--- src/sv/jpt_pkg.sv ---
// ----------------------------------------------------------------------------
// jpt_pkg
// Shared types and constants for the JSON pointer tokenizer.
// ----------------------------------------------------------------------------
`default_nettype none

package jpt_pkg;

  localparam int INDEX_BITS_DEF = 32;  // default accumulator width
  localparam int IDX_OUT_W      = 32;  // width of the reported index value
  localparam int MAX_RES        = 3;   // results one input beat can cause
  localparam int Q_DEPTH        = 2;   // entries between front and back
  localparam int DATA_OUT_W     = 48;  // out_tdata width, whole bytes

  localparam logic [7:0] CH_SLASH = 8'h2F;
  localparam logic [7:0] CH_TILDE = 8'h7E;
  localparam logic [7:0] CH_ZERO  = 8'h30;
  localparam logic [7:0] CH_ONE   = 8'h31;
  localparam logic [7:0] CH_NINE  = 8'h39;

  typedef enum logic [1:0] {
    KIND_BYTE    = 2'd0,
    KIND_SEGEND  = 2'd1,
    KIND_ROOT    = 2'd2,
    KIND_INVALID = 2'd3
  } kind_t;

  typedef struct packed {
    kind_t                  kind;
    logic [7:0]             data_byte;
    logic                   is_index;
    logic [IDX_OUT_W-1:0]   index_value;
    logic                   index_overflow;
    logic                   last_ptr;
    logic                   last_step;
  } res_t;

  // one input beat's worth of results; rec[0] goes out first
  typedef struct packed {
    logic [1:0]             count;
    res_t [MAX_RES-1:0]     rec;
  } entry_t;

endpackage

`default_nettype wire

--- src/sv/jpt_front.sv ---
// ----------------------------------------------------------------------------
// jpt_front
// Accepts pointer bytes, tracks segment/escape state and builds the list
// of results each beat causes.
// ----------------------------------------------------------------------------
`default_nettype none

module jpt_front #(
  parameter int INDEX_BITS = jpt_pkg::INDEX_BITS_DEF
) (
  input  wire logic            clk,
  input  wire logic            rst_n,
  input  wire logic            in_tvalid,
  output logic                 in_tready,
  input  wire logic [7:0]      in_tdata,   // [7:0] char_byte
  input  wire logic            in_tuser,   // [0] has_char
  input  wire logic            in_tlast,   // end_of_pointer
  output logic                 q_push,
  output jpt_pkg::entry_t      q_entry,
  input  wire logic            q_ready
);

  localparam int OW = jpt_pkg::IDX_OUT_W;
  localparam int NR = jpt_pkg::MAX_RES;

  logic                  started_r, started_nxt;
  logic                  err_skip_r, err_skip_nxt;
  logic                  tilde_r, tilde_nxt;
  logic                  nonempty_r, nonempty_nxt;
  logic                  all_dig_r, all_dig_nxt;
  logic [INDEX_BITS-1:0] acc_r, acc_nxt;
  logic                  acc_ovf_r, acc_ovf_nxt;

  logic                  accept;
  logic [INDEX_BITS+3:0] acc10;
  logic                  acc_over;

  function automatic logic is_digit(input logic [7:0] b);
    return (b >= jpt_pkg::CH_ZERO) && (b <= jpt_pkg::CH_NINE);
  endfunction

  assign in_tready = q_ready;
  assign accept    = in_tvalid && in_tready;

  // only a plain digit taken straight from the input can extend the index
  assign acc10 = {1'b0, acc_r, 3'b000} + {3'b000, acc_r, 1'b0}
               + {{INDEX_BITS{1'b0}}, in_tdata[3:0]};
  assign acc_over = |acc10[INDEX_BITS+3:INDEX_BITS];

  always_comb begin
    jpt_pkg::kind_t        act_kind [NR];
    logic [7:0]            act_byte [NR];
    logic [1:0]            n_act;
    logic                  closes;
    logic                  w_started, w_err, w_tilde, w_nonempty, w_alldig, w_ovf;
    logic [INDEX_BITS-1:0] w_acc;
    logic                  idx;
    jpt_pkg::entry_t       ent;

    for (int i = 0; i < NR; i++) begin
      act_kind[i] = jpt_pkg::KIND_BYTE;
      act_byte[i] = '0;
    end
    n_act      = 2'd0;
    closes     = 1'b0;
    w_started  = started_r;
    w_err      = err_skip_r;
    w_tilde    = tilde_r;
    w_nonempty = nonempty_r;
    w_alldig   = all_dig_r;
    w_acc      = acc_r;
    w_ovf      = acc_ovf_r;
    idx        = 1'b0;
    ent        = '0;

    // build the action list for this beat
    if (err_skip_r) begin
      if (in_tlast) w_err = 1'b0;
    end else if (!started_r) begin
      if (!in_tuser) begin
        act_kind[0] = jpt_pkg::KIND_ROOT;
        n_act       = 2'd1;
        closes      = 1'b1;
      end else if (in_tdata != jpt_pkg::CH_SLASH) begin
        act_kind[0] = jpt_pkg::KIND_INVALID;
        n_act       = 2'd1;
        if (in_tlast) closes = 1'b1;
        else w_err = 1'b1;
      end else begin
        w_started = 1'b1;
        if (in_tlast) begin
          act_kind[0] = jpt_pkg::KIND_SEGEND;
          n_act       = 2'd1;
          closes      = 1'b1;
        end
      end
    end else begin
      if (in_tuser) begin
        if (w_tilde) begin
          w_tilde = 1'b0;
          act_kind[n_act] = jpt_pkg::KIND_BYTE;
          act_byte[n_act] = (in_tdata == jpt_pkg::CH_ONE) ? jpt_pkg::CH_SLASH
                                                          : jpt_pkg::CH_TILDE;
          n_act = n_act + 2'd1;
        end
        // a tilde not followed by 0 or 1 leaves the byte to be read plainly
        if (!(tilde_r && (in_tdata == jpt_pkg::CH_ZERO || in_tdata == jpt_pkg::CH_ONE))) begin
          if (in_tdata == jpt_pkg::CH_SLASH) begin
            act_kind[n_act] = jpt_pkg::KIND_SEGEND;
            n_act = n_act + 2'd1;
          end else if (in_tdata == jpt_pkg::CH_TILDE) begin
            w_tilde = 1'b1;
          end else begin
            act_kind[n_act] = jpt_pkg::KIND_BYTE;
            act_byte[n_act] = in_tdata;
            n_act = n_act + 2'd1;
          end
        end
      end
      if (in_tlast) begin
        if (w_tilde) begin
          w_tilde = 1'b0;
          act_kind[n_act] = jpt_pkg::KIND_BYTE;
          act_byte[n_act] = jpt_pkg::CH_TILDE;
          n_act = n_act + 2'd1;
        end
        act_kind[n_act] = jpt_pkg::KIND_SEGEND;
        n_act  = n_act + 2'd1;
        closes = 1'b1;
      end
    end

    // carry out the actions in order
    for (int i = 0; i < NR; i++) begin
      if (i < int'(n_act)) begin
        ent.rec[i].kind = act_kind[i];
        unique case (act_kind[i])
          jpt_pkg::KIND_BYTE: begin
            ent.rec[i].data_byte = act_byte[i];
            w_nonempty = 1'b1;
            if (is_digit(act_byte[i])) begin
              if (w_alldig && !w_ovf) begin
                w_acc = acc_over ? '1 : acc10[INDEX_BITS-1:0];
                w_ovf = acc_over;
              end
            end else begin
              w_alldig = 1'b0;
            end
          end
          jpt_pkg::KIND_SEGEND: begin
            idx = w_nonempty && w_alldig;
            ent.rec[i].is_index       = idx;
            ent.rec[i].index_value    = idx ? OW'(w_acc) : '0;
            ent.rec[i].index_overflow = idx && w_ovf;
            w_nonempty = 1'b0;
            w_alldig   = 1'b1;
            w_acc      = '0;
            w_ovf      = 1'b0;
          end
          jpt_pkg::KIND_ROOT: begin
          end
          jpt_pkg::KIND_INVALID: begin
            ent.rec[i].last_ptr = 1'b1;
          end
        endcase
      end
    end

    if (n_act != 2'd0) begin
      ent.rec[n_act - 2'd1].last_step = 1'b1;
      if (closes) ent.rec[n_act - 2'd1].last_ptr = 1'b1;
    end
    ent.count = n_act;

    if (closes) begin
      w_started  = 1'b0;
      w_tilde    = 1'b0;
      w_nonempty = 1'b0;
      w_alldig   = 1'b1;
      w_acc      = '0;
      w_ovf      = 1'b0;
    end

    started_nxt  = w_started;
    err_skip_nxt = w_err;
    tilde_nxt    = w_tilde;
    nonempty_nxt = w_nonempty;
    all_dig_nxt  = w_alldig;
    acc_nxt      = w_acc;
    acc_ovf_nxt  = w_ovf;
    q_entry      = ent;
    q_push       = accept && (n_act != 2'd0);
  end

  always_ff @(posedge clk) begin
    if (!rst_n) begin
      started_r  <= 1'b0;
      err_skip_r <= 1'b0;
      tilde_r    <= 1'b0;
      nonempty_r <= 1'b0;
      all_dig_r  <= 1'b1;
      acc_r      <= '0;
      acc_ovf_r  <= 1'b0;
    end else if (accept) begin
      started_r  <= started_nxt;
      err_skip_r <= err_skip_nxt;
      tilde_r    <= tilde_nxt;
      nonempty_r <= nonempty_nxt;
      all_dig_r  <= all_dig_nxt;
      acc_r      <= acc_nxt;
      acc_ovf_r  <= acc_ovf_nxt;
    end
  end

  // the final record of a pushed entry always closes the beat
  a_last_step: assert property (@(posedge clk) disable iff (!rst_n)
    q_push |-> q_entry.rec[q_entry.count - 2'd1].last_step)
    else $error("pushed entry lacks last_step on its final record");

  // never both inside a pointer and skipping a rejected one
  a_skip_excl: assert property (@(posedge clk) disable iff (!rst_n)
    !(started_r && err_skip_r))
    else $error("started and error skip both set");

endmodule

`default_nettype wire

--- src/sv/jpt_queue.sv ---
// ----------------------------------------------------------------------------
// jpt_queue
// Short entry queue decoupling the classifier from the result serialiser.
// ----------------------------------------------------------------------------
`default_nettype none

module jpt_queue (
  input  wire logic            clk,
  input  wire logic            rst_n,
  input  wire logic            push,
  input  wire jpt_pkg::entry_t push_entry,
  output logic                 push_ready,
  input  wire logic            pop,
  output jpt_pkg::entry_t      head,
  output logic                 head_valid
);

  localparam int D     = jpt_pkg::Q_DEPTH;
  localparam int PTR_W = (D > 1) ? $clog2(D) : 1;
  localparam int CNT_W = $clog2(D + 1);

  jpt_pkg::entry_t   store_r [D];
  logic [PTR_W-1:0]  wr_ptr_r, wr_ptr_nxt;
  logic [PTR_W-1:0]  rd_ptr_r, rd_ptr_nxt;
  logic [CNT_W-1:0]  cnt_r, cnt_nxt;
  logic              do_push, do_pop;

  assign push_ready = (cnt_r != CNT_W'(D));
  assign head_valid = (cnt_r != '0);
  assign head       = store_r[rd_ptr_r];
  assign do_push    = push && push_ready;
  assign do_pop     = pop && head_valid;

  always_comb begin
    wr_ptr_nxt = wr_ptr_r;
    rd_ptr_nxt = rd_ptr_r;
    cnt_nxt    = cnt_r;
    if (do_push) wr_ptr_nxt = (wr_ptr_r == PTR_W'(D - 1)) ? '0 : wr_ptr_r + PTR_W'(1);
    if (do_pop)  rd_ptr_nxt = (rd_ptr_r == PTR_W'(D - 1)) ? '0 : rd_ptr_r + PTR_W'(1);
    if (do_push && !do_pop)      cnt_nxt = cnt_r + CNT_W'(1);
    else if (do_pop && !do_push) cnt_nxt = cnt_r - CNT_W'(1);
  end

  always_ff @(posedge clk) begin
    if (!rst_n) begin
      wr_ptr_r <= '0;
      rd_ptr_r <= '0;
      cnt_r    <= '0;
    end else begin
      wr_ptr_r <= wr_ptr_nxt;
      rd_ptr_r <= rd_ptr_nxt;
      cnt_r    <= cnt_nxt;
    end
  end

  always_ff @(posedge clk) begin
    if (do_push) store_r[wr_ptr_r] <= push_entry;
  end

  a_cnt_bound: assert property (@(posedge clk) disable iff (!rst_n)
    cnt_r <= CNT_W'(D))
    else $error("queue occupancy above depth");

endmodule

`default_nettype wire

--- src/sv/jpt_back.sv ---
// ----------------------------------------------------------------------------
// jpt_back
// Walks the records of the head entry, one result beat per cycle while the
// receiver is ready, into the output register.
// ----------------------------------------------------------------------------
`default_nettype none

module jpt_back (
  input  wire logic            clk,
  input  wire logic            rst_n,
  input  wire jpt_pkg::entry_t head,
  input  wire logic            head_valid,
  output logic                 pop,
  output logic                 out_tvalid,
  input  wire logic            out_tready,
  output jpt_pkg::res_t        out_rec
);

  logic          out_valid_r, out_valid_nxt;
  logic [1:0]    sub_r, sub_nxt;
  jpt_pkg::res_t rec_r;
  logic          load;
  logic          last_rec;

  assign out_tvalid = out_valid_r;
  assign out_rec    = rec_r;
  assign load       = head_valid && (!out_valid_r || out_tready);
  assign last_rec   = (sub_r == head.count - 2'd1);
  assign pop        = load && last_rec;

  always_comb begin
    out_valid_nxt = out_valid_r;
    sub_nxt       = sub_r;
    if (load) begin
      out_valid_nxt = 1'b1;
      sub_nxt       = last_rec ? 2'd0 : sub_r + 2'd1;
    end else if (out_tready) begin
      out_valid_nxt = 1'b0;
    end
  end

  always_ff @(posedge clk) begin
    if (!rst_n) begin
      out_valid_r <= 1'b0;
      sub_r       <= 2'd0;
    end else begin
      out_valid_r <= out_valid_nxt;
      sub_r       <= sub_nxt;
    end
  end

  always_ff @(posedge clk) begin
    if (load) rec_r <= head.rec[sub_r];
  end

  a_sub_range: assert property (@(posedge clk) disable iff (!rst_n)
    head_valid |-> (sub_r < head.count))
    else $error("record pointer beyond head entry");

  a_pop_last: assert property (@(posedge clk) disable iff (!rst_n)
    pop |=> (out_valid_r && rec_r.last_step))
    else $error("entry retired without its last_step record");

endmodule

`default_nettype wire

--- src/sv/json_pointer_tokenizer_core.sv ---
// ----------------------------------------------------------------------------
// json_pointer_tokenizer_core
// JSON pointer tokenizer: splits a pointer into unescaped key bytes and
// segment-end reports with array index decoding.
// ----------------------------------------------------------------------------
// Input stream: one pointer byte per beat on in_tdata, in_tuser flags a valid
// byte (low only for a zero-length pointer), in_tlast marks the final beat.
// Output stream: one result per beat; out_tuser is the result kind (key byte,
// segment end, root, invalid), out_tlast marks the final result of a pointer.
// A front stage classifies each beat and updates escape/index state,
// pushing that beat's results (zero to three) into a two-entry queue.
// A back stage drains the queue into an output register, one result per
// cycle while the receiver is ready; a beat's first result passes through
// the queue entry, then the output register. Throughput: one input beat per
// cycle while beats cause one result each and the receiver is ready; a beat
// causing several results holds the output register for each in turn.
// Beats causing no result skip the output but wait while the queue is full.
// When the receiver stalls, the output holds and the queue fills; in_tready
// falls once both queue entries are occupied.
// Reset (rst_n low, synchronous) empties the queue and the output and returns
// the tokenizer to the start of a pointer.
// ----------------------------------------------------------------------------
`default_nettype none

module json_pointer_tokenizer_core #(
  parameter int INDEX_BITS = jpt_pkg::INDEX_BITS_DEF
) (
  input  wire logic                         clk,
  input  wire logic                         rst_n,
  input  wire logic                         in_tvalid,
  output logic                              in_tready,
  input  wire logic [7:0]                   in_tdata,   // [7:0] char_byte
  input  wire logic                         in_tuser,   // [0] has_char
  input  wire logic                         in_tlast,   // end_of_pointer
  output logic                              out_tvalid,
  input  wire logic                         out_tready,
  // [7:0] out_byte, [8] is_index, [40:9] index_value, [41] index_overflow,
  // [42] last_of_step, [47:43] zero
  output logic [jpt_pkg::DATA_OUT_W-1:0]    out_tdata,
  output logic [1:0]                        out_tuser,  // [1:0] kind
  output logic                              out_tlast   // last_of_pointer
);

  localparam int OW = jpt_pkg::IDX_OUT_W;
  localparam int PAD_W = jpt_pkg::DATA_OUT_W - (8 + 1 + OW + 1 + 1);

  logic            q_push, q_ready, q_pop, q_valid;
  jpt_pkg::entry_t q_in, q_head;
  jpt_pkg::res_t   rec;

  jpt_front #(
    .INDEX_BITS (INDEX_BITS)
  ) u_front (
    .clk       (clk),
    .rst_n     (rst_n),
    .in_tvalid (in_tvalid),
    .in_tready (in_tready),
    .in_tdata  (in_tdata),
    .in_tuser  (in_tuser),
    .in_tlast  (in_tlast),
    .q_push    (q_push),
    .q_entry   (q_in),
    .q_ready   (q_ready)
  );

  jpt_queue u_queue (
    .clk        (clk),
    .rst_n      (rst_n),
    .push       (q_push),
    .push_entry (q_in),
    .push_ready (q_ready),
    .pop        (q_pop),
    .head       (q_head),
    .head_valid (q_valid)
  );

  jpt_back u_back (
    .clk        (clk),
    .rst_n      (rst_n),
    .head       (q_head),
    .head_valid (q_valid),
    .pop        (q_pop),
    .out_tvalid (out_tvalid),
    .out_tready (out_tready),
    .out_rec    (rec)
  );

  assign out_tdata = {{PAD_W{1'b0}}, rec.last_step, rec.index_overflow,
                      rec.index_value, rec.is_index, rec.data_byte};
  assign out_tuser = rec.kind;
  assign out_tlast = rec.last_ptr;

endmodule

`default_nettype wire
--- config.mk ---
export PLATFORM = sky130hd
export DESIGN_NAME = json_pointer_tokenizer_core
export DESIGN_NICKNAME = d
export VERILOG_FILES = /design/src/sv/jpt_pkg.sv /design/src/sv/jpt_front.sv /design/src/sv/jpt_queue.sv /design/src/sv/jpt_back.sv /design/src/sv/json_pointer_tokenizer_core.sv
export SDC_FILE = /design/constraint.sdc
export NUM_CORES = 1
export LEC_CHECK = 0
export ABC_AREA = 1
export BUFFER_PORTS_ARGS = -buffer_cell sky130_fd_sc_hd__buf_2
export CORE_MARGIN = 5
export CORE_UTILIZATION = 35
export DETAILED_ROUTE_END_ITERATION = 10
export SLEW_MARGIN = 15
export SYNTH_ARGS = -nofsm -noshare
export SYNTH_HDL_FRONTEND = slang
export SYNTH_SLANG_ARGS = --single-unit
--- constraint.sdc ---
create_clock -name clk -period 22.2 [get_ports clk]
set_clock_uncertainty 0.05 [all_clocks]
set_input_delay 6.66 -clock clk [delete_from_list [all_inputs] [get_ports clk]]
set_output_delay 6.66 -clock clk [all_outputs]
set_load 0.01 [all_outputs]
; Yosys cells after proc, flatten, opt, wreduce, memory -nomap -nowiden
; Memories as Yosys holds them, arrays and structs flattened. A register that Yosys moved wholly into a read port is not among the register bits.
; Cells that the tools add are included.
[word_totals]
mem_bits_rw = 280
out_inout_bits = 53
memories = 1
input_bits = 14
ff_bits = 91
word_cells = 293
[memory_table]
columns = memory, depth, width, read_ports, rd_clocked_by_memory_dff, write_ports, line
row1 = u_queue.store_r, 2, 140, 1, 1, 1, jpt_queue.sv:22  ; jpt_pkg::entry_t store_r [D];
[op_classes]
n_addsub = 12
n_mux = 169
eq_ne = 14
reduce_logical = 44
n_bitwise = 16
order_cmp = 18
[op_table]
columns = op, count
row1 = 2-to-1 mux 32 bit, 14
row2 = bitwise mux 138 bit, 2
row3 = 2-to-1 mux 138 bit, 2
row4 = 2-to-1 mux 24 bit, 10
row5 = one-hot mux 32 bit (2 select lines), 3
row6 = demux 46 bit (select 2 bit), 2
row7 = 2-to-1 mux 45 bit, 3
row8 = 2-to-1 mux 34 bit, 3
row9 = binary-select mux 46 bit (select 2 bit), 1
row10 = 2-to-1 mux 6 bit, 12
row11 = 2-to-1 mux 8 bit, 9
row12 = 2-to-1 mux 2 bit, 31
row13 = 2-to-1 mux 1 bit, 59
row14 = 2-to-1 mux 46 bit, 1
row15 = adder 35 x 33 -> 36 bit, 1
row16 = adder 36 x 4 -> 36 bit, 1
row17 = demux 8 bit (select 2 bit), 2
row18 = logical AND 1 bit, 25
row19 = bitwise mux 24 bit, 1
row20 = equality test 8 x 6 -> 1 bit (second input constant), 3
row21 = greater-or-equal comparator 8 x 6 -> 1 bit (second input constant), 3
row22 = <= comparator 8 x 6 -> 1 bit (second input constant), 3
row23 = bitwise AND 6 bit, 3
row24 = inverter 6 bit, 3
row25 = 31 further kinds, 76

; Longest topological paths before layout
; Gate-level depths: netlist (run 1).
[logic_depth]
ltp_word = 42
ltp_mapped = 23
ltp_nobuf = 22

; Modules after synthesis
; Synthesis (run 1) repeated with hierarchy kept, for this count alone.
[hier_totals]
hier_cells = 1854
area_unflattened_um2 = 19855.3
[modules_own_cells]
columns = mod, instances, area_per_inst_um2, seq_area_each_um2, cells_per_inst
row1 = jpt_queue, 1, 10759.1, 8508.2, 473
row2 = jpt_front, 1, 6471.2, 760.7, 1091
row3 = jpt_back, 1, 2583.7, 1441.4, 284
row4 = json_pointer_tokenizer_core, 1, 41.3, 0.0, 6

; Worst setup path before layout (run 1)
; Ideal clock, no wire load.
[synth_path]
kind = in2reg
start = input port in_tdata[4]
end = memory u_queue.store_r[1][0] (netlist bit), enable pin
setup_time_ps = 625
required_time_ps = 21525
arrival_time_ps = 13934
slack_ps = 7591
path_buffers = 0
path_stages = 14
cell_sequence = nand2_1 -> or4_1 -> ha_1 -> nand2_2 -> nand3_2 -> nand2_2 -> nand2_1 -> nand4_1 -> nand3_2 -> nand2_4 -> inv_2 -> nor2_1 -> inv_1 -> nor2_1
[synth_via]
elab_chain_len = 21
word_cells_on_any_way = 35
cone_classes = add/sub (2) / eq/ne (5) / mux (23) / reduce/logical (5)
[synth_lines]
columns = element, line
row1 = start: declaration, json_pointer_tokenizer_core.sv:32  ; input wire logic [7:0] in_tdata,
row2 = equality test 8 x 7 -> 1 bit / equality test 8 x 6 -> 1 bit (equally long branches), "jpt_front.sv:111, jpt_front.sv:107"
row3 = 2-to-1 mux 2 bit / logical OR 1 bit (equally long branches), "jpt_front.sv:111, jpt_front.sv:107"
row4 = 2-to-1 mux 2 bit / logical AND 1 bit (equally long branches), "jpt_front.sv:108, jpt_front.sv:107"
row5 = 2-to-1 mux 2 bit, jpt_front.sv:107  ; if (!(tilde_r && (in_tdata == jpt_pkg::CH_ZERO || in_tdata == jpt_pkg::CH_ONE))) begin
row6 = 2-to-1 mux 2 bit, jpt_front.sv:98  ; if (in_tuser) begin
row7 = 2-to-1 mux 2 bit, jpt_front.sv:79  ; end else if (!started_r) begin
row8 = 2-to-1 mux 2 bit, jpt_front.sv:77  ; if (err_skip_r) begin
row9 = adder 2 x 1 -> 2 bit, jpt_front.sv:125  ; n_act = n_act + 2'd1;
row10 = (+6 left out), n/a
row11 = 2-to-1 mux 2 bit (*), jpt_front.sv:79
row12 = 2-to-1 mux 2 bit (*), jpt_front.sv:77
row13 = nonzero test 2 bit (*), jpt_front.sv:192  ; q_push = accept && (n_act != 2'd0);
row14 = logical AND 1 bit (*), jpt_front.sv:192
row15 = logical AND 1 bit (*), jpt_queue.sv:31  ; assign do_push = push && push_ready;
row16 = named net u_queue.do_push, jpt_queue.sv:26  ; logic do_push, do_pop;
row17 = 2-to-1 mux 1 bit (*), jpt_queue.sv:57  ; if (do_push) store_r[wr_ptr_r] <= push_entry;
row18 = 2-to-1 mux 1 bit (not written as such) (*), jpt_queue.sv:57
row19 = end: declaration, jpt_queue.sv:22
; Mark *: on every way through the listed nets, which the timed path passes. The rest lies on a longest branch. The select of a mux whose other input is x is not followed.

; Worst setup path in the final report (run 1)
[layout_path]
start = input port in_tdata[0]
end = memory u_queue.store_r[1][99] (netlist bit), enable pin
; Same word-level chain as after synthesis.

==> results of run 1 <==
-- worst paths after layout --
check                                                         to  slack (ns)  cells after the start
worst min register to register    u_front.acc_ovf_r$_SDFFE_PN0P_        0.42                      2
worst max register to register  u_queue.store_r[1][99]$_DFFE_PP_       17.99                     14
worst min-delay path              u_front.acc_ovf_r$_SDFFE_PN0P_        0.42                      2
worst max-delay path            u_queue.store_r[1][99]$_DFFE_PP_       11.71                     18
-- flip-flops by register name, summed over array words and instances, names as in the netlist, named ones only --
name	cells
u_front.err_skip_r	1
u_back.sub_r	2
u_front.acc_r	32
u_queue.store_r	262
u_back.out_tvalid	1
u_front.tilde_r	1
u_front.started_r	1
u_front.all_dig_r	1
u_queue.rd_ptr_r	1
u_front.nonempty_r	1
u_queue.wr_ptr_r	1
u_front.acc_ovf_r	1
u_queue.cnt_r	2
u_back.out_rec	46
-- cells by family (layout without fill, tap and decap cells) --
family	Yosys count	in the layout
fa+ha+maj	70	70
buf+inv	242	294
simple gates	773	773
other cells	1	73
xor+xnor	27	27
mux	1	1
compound gates	367	367
flops	354	354
-- power breakdown --
| part | total (mW) | switching [mW] | internal [mW] |
|---|---|---|---|
| registers | 0.932 | 0.0448 | 0.887 |
| logic | 0.490 | 0.351 | 0.138 |
| clock network | 0.606 | 0.243 | 0.362 |
-- through the flow --
stage / hold slack, ns / utilization
3_3_place_gp: 0.404 / 0.376
5_1_grt: 0.446 / 0.399
3_5_place_dp: 0.418 / 0.376
4_1_cts: 0.428 / 0.399
2_1_floorplan: 0.395 / -
6_report: 0.425 / 0.399
-- layer usage --
layer,up-vias,global-route usage
li1,6412,-
met1,6174,0.228
met2,352,0.235
met3,64,0.0203
met4,0,0.0389
met5,-,0
-- worst max-delay path, cell delays in order --
cell and delay, ns:
buf_2 0.12, inv_1 0.11, nand2_1 0.08, or4_1 0.48
ha_1 0.31, nand2_2 0.07, nand3_2 0.08, nand2_2 0.12
nand2_1 0.08, nand4_1 0.09, nand3_2 0.15, nand2_4 0.14
inv_2 0.09, nor2_1 0.17, inv_1 0.13, nor2_4 0.09
buf_4 0.73, buf_4 0.75
-- cells in the final DEF (no fill, tap or decap), types with 9 or more instances in the layout --
master / n
nor2_2: 28
clkbuf_16: 37
inv_1: 145
inv_2: 9
o21ai_2: 13
xor2_1: 15
nand2_2: 12
nand3_1: 65
nor2_1: 261
ha_1: 68
buf_4: 15
dfxtp_1: 45
nand2_1: 344
conb_1: 73
nor3_1: 11
nand4_1: 29
xnor2_1: 12
buf_2: 61
a21oi_1: 115
edfxtp_1: 308
o21ai_0: 169
o22ai_1: 37
-- final cells by class --
cell class | instances | share of cell area
Inverter | 156 | 0.0294
Clock buffer | 46 | 0.0496
Clock inverter | 16 | 0.00953
Timing Repair Buffer | 76 | 0.0209
Multi-Input combinational cell | 1311 | 0.338
Sequential cell | 354 | 0.510
Tap cell | 672 | 0.0421
==> impl_metrics.csv, run 1 <==
group,metric,value,unit
outcome,run_status,"complete, no violations",
cells_and_area,layout.filler_cells,4842,
yosys,post_synth_mux_area_share,0.000568,
yosys,synthTopCellsByArea,"edfxtp_1 53%, nand2_1 7.3%, nor2_1 5.6%",
power_and_ir_drop,p_leak,7.92,nW
worst_setup_path,end_kind,"register",
detailed_routing,met3_wirelength,2370,um
sta,clock.fmax,0.0953,GHz
cells_and_area,drive_gt1_frac,0.109,
worst_setup_path,crit_required,22.29,ns
power_and_ir_drop,power.density_cell_area,102,nW/um^2
detailed_routing,drc,0,
clock_tree,path_clk_slew,0.06,ns
yosys,synth_cells,1835,
global_routing,grt_overflow,0,
floorplan,core_region_area,50000,um^2
global_routing,grt_usage,0.152,
yosys,synth_area_in_compound_gates,0.115,
yosys,synth.ff_latch_count,354,
worst_setup_path,arrival,10.58,ns
power_and_ir_drop,p_total,2.03,mW
floorplan,design.die.area,54900,um^2
floorplan,fp-row-count,82,
detailed_routing,route.vias.total,13000,
cells_and_area,finalNetCount,2019,
detailed_routing,detail_route.first_pass.iterations,6,
power_and_ir_drop,peakVddDrop,56.9,uV
yosys,synth_most_common_cell,"nand2_1",
worst_setup_path,worst-path-max-fanout,75,
clock_tree,clock_insertion_delay_worst_skew,0.52,ns
sta,final.min_clock_period,10.49,ns
clock_tree,post_cts_setup_buffer_count,0,
global_routing,number_of_global_route_vias_before_repair,12300,
sta,fin_ws,11.71,ns
sta,setup_viol,0,
cells_and_area,layout.cells.non_filler,2631,
hold_path,hp-start,"u_front.acc_ovf_r$_SDFFE_PN0P_",
place,dpl.cell_count,2569,
hold_path,hold_class,"register to register",
yosys,yosys_most_used_dff,"edfxtp_1",
detailed_routing,top_layer_used,"met4",
worst_setup_path,criticalPathCategory,"input pin to register",
clock_tree,cts_inserted_buffers,36,
worst_setup_path,regToRegStartpoint,"u_front.tilde_r$_SDFFE_PN0P_",
sta,final.setup.tns,0,ns
detailed_routing,antenna_violating_nets_post_route,0,
sta,fin_crit_sh,0.473,
yosys,async_set_or_reset_flop_fraction_in_the_synthesized_netlist,0,
detailed_routing,met2RoutedLength,19100,um
detailed_routing,drt_iter0_markers,1176,
cells_and_area,multiInputGateArea,6750,um^2
yosys,synthXorXnorAreaFrac,0.0134,
sta,grt_setup_unrepaired,"false",
clock_tree,cts-resized-gates,0,
clock_tree,max-clock-path-buffers,3,
yosys,synth.cells.most_frequent,"344 x nand2_1, 308 x edfxtp_1, 265 x nor2_1, 169 x o21ai_0, 146 x inv_1",
yosys,synth_top_cell_area_share,0.525,
detailed_routing,postRouteWirelength,42600,um
global_routing,grt_max_degree,81,
clock_tree,clock_sink_count,354,
clock_tree,cts-hold-fix-buffers,0,
yosys,post_synth_and_or_nand_nor_area_fraction,0.186,
cells_and_area,post-route-cell-area,20000,um^2
sta,worstMarginPinSlew,1.03,ns
yosys,mapped_avg_cell_area,9.60,um^2
sta,slew_viol_final,0,
cells_and_area,areaGrowthSynthToFinish,13.3,%
cells_and_area,antenna-diode-count,0,
place,post-place-ws,11.21,ns
place,finalWeightedCongestion,0.900,
sta,max_slew_margin,0.316,
clock_tree,clock_tree.htree_level_count,2,
floorplan,starting_density_of_the_core,0.353,
place,detailed_place.area,18800,um^2
floorplan,die_x,234,um
clock_tree,clk_root_buffer_cell,"clkbuf_16",
global_routing,grt_first_pass_wirelength,67600,um
clock_tree,cts_tree,"built",
worst_setup_path,worstSetupStartpointType,"input pin",
flow_run,max_cap_violations,0,
detailed_routing,detail_route.vias_per_cell,4.94,
yosys,synth_top_family_by_area,"simple AND/OR/NAND/NOR gates",
yosys,sequential_to_total_area_share_from_yosys_stat,0.577,
sta,hold_violations,0,
yosys,mappedNetlistArea,17600,um^2
detailed_routing,met1Wirelength,20300,um
detailed_routing,wl_per_cell,16.2,um
place,port_buffers,61,
yosys,yosys_warnings,0,
cells_and_area,ff_latch_area,10200,um^2
yosys,synth_edf_count,308,
place,hpwl,28900,um
yosys,synth-adder-area-share,0.0506,
yosys,synth.distinct_cells,53,
yosys,yosysTopAreaCell,"edfxtp_1",
floorplan,io-pin-count,67,
global_routing,antenna_found_initial,0,
floorplan,floorplan.die.height,234,um
worst_setup_path,cp-startpoint,"in_tdata[0]",
Power figures use the tool's default switching activity.
==> run 2: changes to the inputs <==
--- a/config.mk
+++ b/config.mk
@@ -5,7 +5,7 @@
 export SDC_FILE = /design/constraint.sdc
 export NUM_CORES = 1
 export LEC_CHECK = 0
-export ABC_AREA = 1
+export ABC_AREA = 0
 export BUFFER_PORTS_ARGS = -buffer_cell sky130_fd_sc_hd__buf_2
 export CORE_MARGIN = 5
 export CORE_UTILIZATION = 35
==> constraint.sdc (replaced) <==
create_clock -name clk -period 9 [get_ports clk]
set_clock_uncertainty 0.05 [all_clocks]
set_input_delay 2.7 -clock clk [delete_from_list [all_inputs] [get_ports clk]]
set_output_delay 2.7 -clock clk [all_outputs]
set_load 0.01 [all_outputs]
==> run 2 against run 1 <==
Count of clock-buffer cells in the layout is 8 higher. Utilization grew 0.26 points. Critical path depth shrank 4. Design area decreased by 4.0%. Via count shrank 20%. Power up 140%. Critical path type unchanged.
==> impl_metrics.csv, run 2 <==
group,metric,value,unit
sta,grt_setup_unrepaired,"false",
yosys,synth_area_in_compound_gates,0.103,
worst_setup_path,worst-path-max-fanout,52,
clock_tree,cts_inserted_buffers,36,
yosys,synth.ff_latch_count,354,
place,port_buffers,61,
yosys,async_set_or_reset_flop_fraction_in_the_synthesized_netlist,0,
cells_and_area,largest-register,"u_queue.store_r",
place,dpl.cell_count,1984,
clock_tree,clock_sink_count,354,
yosys,synthTopCellsByArea,"edfxtp_1 55%, mux4_2 6.0%, dfxtp_1 5.5%",
clock_tree,clk_root_buffer_cell,"clkbuf_16",
global_routing,grt_first_pass_wirelength,58400,um
detailed_routing,wl_per_cell,17.8,um
worst_setup_path,criticalPathCategory,"input pin to register",
yosys,synth.distinct_cells,80,
hold_path,hold-path-cell-count,2,
outcome,run_status,"complete, no violations",
yosys,synth_top_family_by_area,"compound AO/OA/AOI/OAI gates",
floorplan,floorplan.die.height,229,um
cells_and_area,drive_gt1_frac,0.145,
cells_and_area,antenna-diode-count,0,
yosys,synth_cells,1297,
power_and_ir_drop,power.density_cell_area,255,nW/um^2
worst_setup_path,arrival,6.74,ns
cells_and_area,layout.filler_cells,4447,
sta,setup_viol,0,
yosys,synthXorXnorAreaFrac,0.0151,
sta,max_slew_margin,0.365,
clock_tree,cts-hold-fix-buffers,0,
detailed_routing,postRouteWirelength,36400,um
yosys,post_synth_mux_area_share,0.0865,
cells_and_area,layout.cells.most_common_list,"308 x edfxtp_1, 99 x nand2_1, 74 x nor2_1, 74 x o21ai_0, 73 x conb_1",
hold_path,hold_class,"register to register",
yosys,yosys_most_used_dff,"edfxtp_1",
flow_run,max_cap_violations,0,
yosys,synth_top_cell_area_share,0.550,
clock_tree,max-clock-path-buffers,3,
yosys,synth_edf_count,308,
worst_setup_path,worstSetupStartpointType,"input pin",
worst_setup_path,crit_slowest_cell,"a211o_2",
yosys,sequential_to_total_area_share_from_yosys_stat,0.605,
place,hpwl,23800,um
cells_and_area,areaGrowthSynthToFinish,13.8,%
global_routing,grt_usage,0.137,
yosys,yosysTopAreaCell,"edfxtp_1",
global_routing,grt_max_degree,132,
yosys,synth_most_common_cell,"edfxtp_1",
worst_setup_path,r2r_cells,13,
worst_setup_path,crit_path_cell_trace,"buf_2, inv_1, fa_1, inv_1, fa_1, a211oi_1, o211ai_1, a211oi_1, nor4b_1, nor2_1, o31ai_1, a211o_2, a31o_2, a32o_1",
worst_setup_path,crit_required,9.22,ns
clock_tree,clock_insertion_delay_worst_skew,0.52,ns
yosys,mapped_avg_cell_area,13.0,um^2
worst_setup_path,end_kind,"register",
clock_tree,clock_tree.htree_level_count,2,
floorplan,die_x,229,um
clock_tree,cts_tree,"built",
global_routing,grt_overflow,0,
cells_and_area,largest_register_ffs,262,
cells_and_area,final_common_cell,"edfxtp_1",
floorplan,design.die.area,52500,um^2
global_routing,number_of_global_route_vias_before_repair,10400,
cells_and_area,finalNetCount,1491,
sta,hold_violations,0,
place,finalWeightedCongestion,0.874,
sta,worstMarginPinSlew,0.952,ns
global_routing,antenna_found_initial,0,
floorplan,starting_density_of_the_core,0.353,
yosys,post_synth_and_or_nand_nor_area_fraction,0.102,
yosys,mappedNetlistArea,16800,um^2
clock_tree,cts-resized-gates,0,
detailed_routing,detail_route.vias_per_cell,5.09,
sta,final.min_clock_period,6.52,ns
sta,slew_viol_final,0,
cells_and_area,layout.cells.non_filler,2048,
sta,clock.fmax,0.153,GHz
detailed_routing,detail_route.first_pass.iterations,5,
worst_setup_path,timing.critical_path.slowest_cell_delay,0.65,ns
yosys,synth.cells.most_frequent,"308 x edfxtp_1, 99 x nand2_1, 75 x nor2_1, 74 x o21ai_0, 68 x ha_1",
detailed_routing,antenna_violating_nets_post_route,0,
yosys,synth-adder-area-share,0.0530,
detailed_routing,drt_iter0_markers,770,
floorplan,core_region_area,47600,um^2
detailed_routing,drc,0,
power_and_ir_drop,peakVddDrop,128,uV
clock_tree,path_clk_slew,0.06,ns
clock_tree,post_cts_setup_buffer_count,0,
floorplan,fp-row-count,80,
power_and_ir_drop,p_leak,7.20,nW
sta,fin_crit_sh,0.724,
detailed_routing,route.vias.total,10400,
sta,final.setup.tns,0,ns
floorplan,io-pin-count,67,
yosys,yosys_warnings,0,
run 2: cell types whose count changed in the layout (fill, tap and decap cells not counted), moves of 28 or more:
cell / before / now
nand2_1: 344 / 99
nor2_1: 261 / 74
o21ai_0: 169 / 74
inv_1: 145 / 63
a21oi_1: 115 / 61
mux4_2: 0 / 45
and2_1: 0 / 42
mux2i_1: 1 / 43
nand3_1: 65 / 24
nor2_2: 28 / 0
run 2: worst max-delay path: cells and delay by family:
kind,cells,cell delay [ns]
compound gates,7,2.26
fa+ha+maj,2,1.04
buf+inv,3,0.37
simple gates,2,0.36
run 2: per-layer routing:
| metal | track usage | part of all wire |
|---|---|---|
| met1 | 0.192 | 0.47 |
| met2 | 0.225 | 0.47 |
| met3 | 0.0180 | 0.038 |
| met4 | 0.0380 | 0.022 |
| met5 | 0 | 0 |
run 2: final timing paths:
kind | startpoint | slack [ns] | to
min | u_front.acc_r[2]$_SDFFE_PN0P_ | 0.45 | u_front.acc_r[2]$_SDFFE_PN0P_
max | in_tdata[3] | 2.48 | u_queue.store_r[0][80]$_DFFE_PP_
max reg2reg | u_front.acc_r[0]$_SDFFE_PN0P_ | 4.53 | u_queue.store_r[0][80]$_DFFE_PP_
min reg2reg | u_front.acc_r[2]$_SDFFE_PN0P_ | 0.45 | u_front.acc_r[2]$_SDFFE_PN0P_
run 2: area by class of cell:
class                   count  area, um^2  area share
flip-flops and latches    354       10200       0.531
multi-input cells         876        6360       0.332
clock buffers              54        1110      0.0581
well taps                 615         769      0.0402
repair buffers             74         428      0.0223
inverters                  65         249      0.0130
clock inverters            10        57.6     0.00301
run 2: cells by family after synthesis:
family | Yosys count
DFF | 354
and+or+nand+nor | 340
AOI/OAI and AO/OA | 275
buffers and inverters | 139
muxes | 89
adders and majority gates | 70
xor gates and xnor gates | 29
other | 1
run 2: power breakdown:
| part | internal, mW | switching [mW] | leakage, nW |
|---|---|---|---|
| combinational | 0.478 | 0.628 | 3.32 |
| clock | 0.859 | 0.608 | 0.577 |
| sequential | 2.18 | 0.130 | 3.30 |
run 2: per-stage QoR:
stage | hold slack [ns] | total power [mW] | utilization | setup slack (ns) | area, um^2
detailed placement | 0.437 | 3.48 | 0.377 | 1.89 | 18000
global placement | 0.433 | 3.46 | 0.377 | 1.95 | 18000
finish | 0.446 | 4.88 | 0.402 | 2.48 | 19200
CTS | 0.447 | 4.95 | 0.402 | 2.45 | 19200
global route | 0.496 | 5.12 | 0.402 | 2.14 | 19200
floorplan | 0.394 | 3.09 | - | 0.829 | 17100
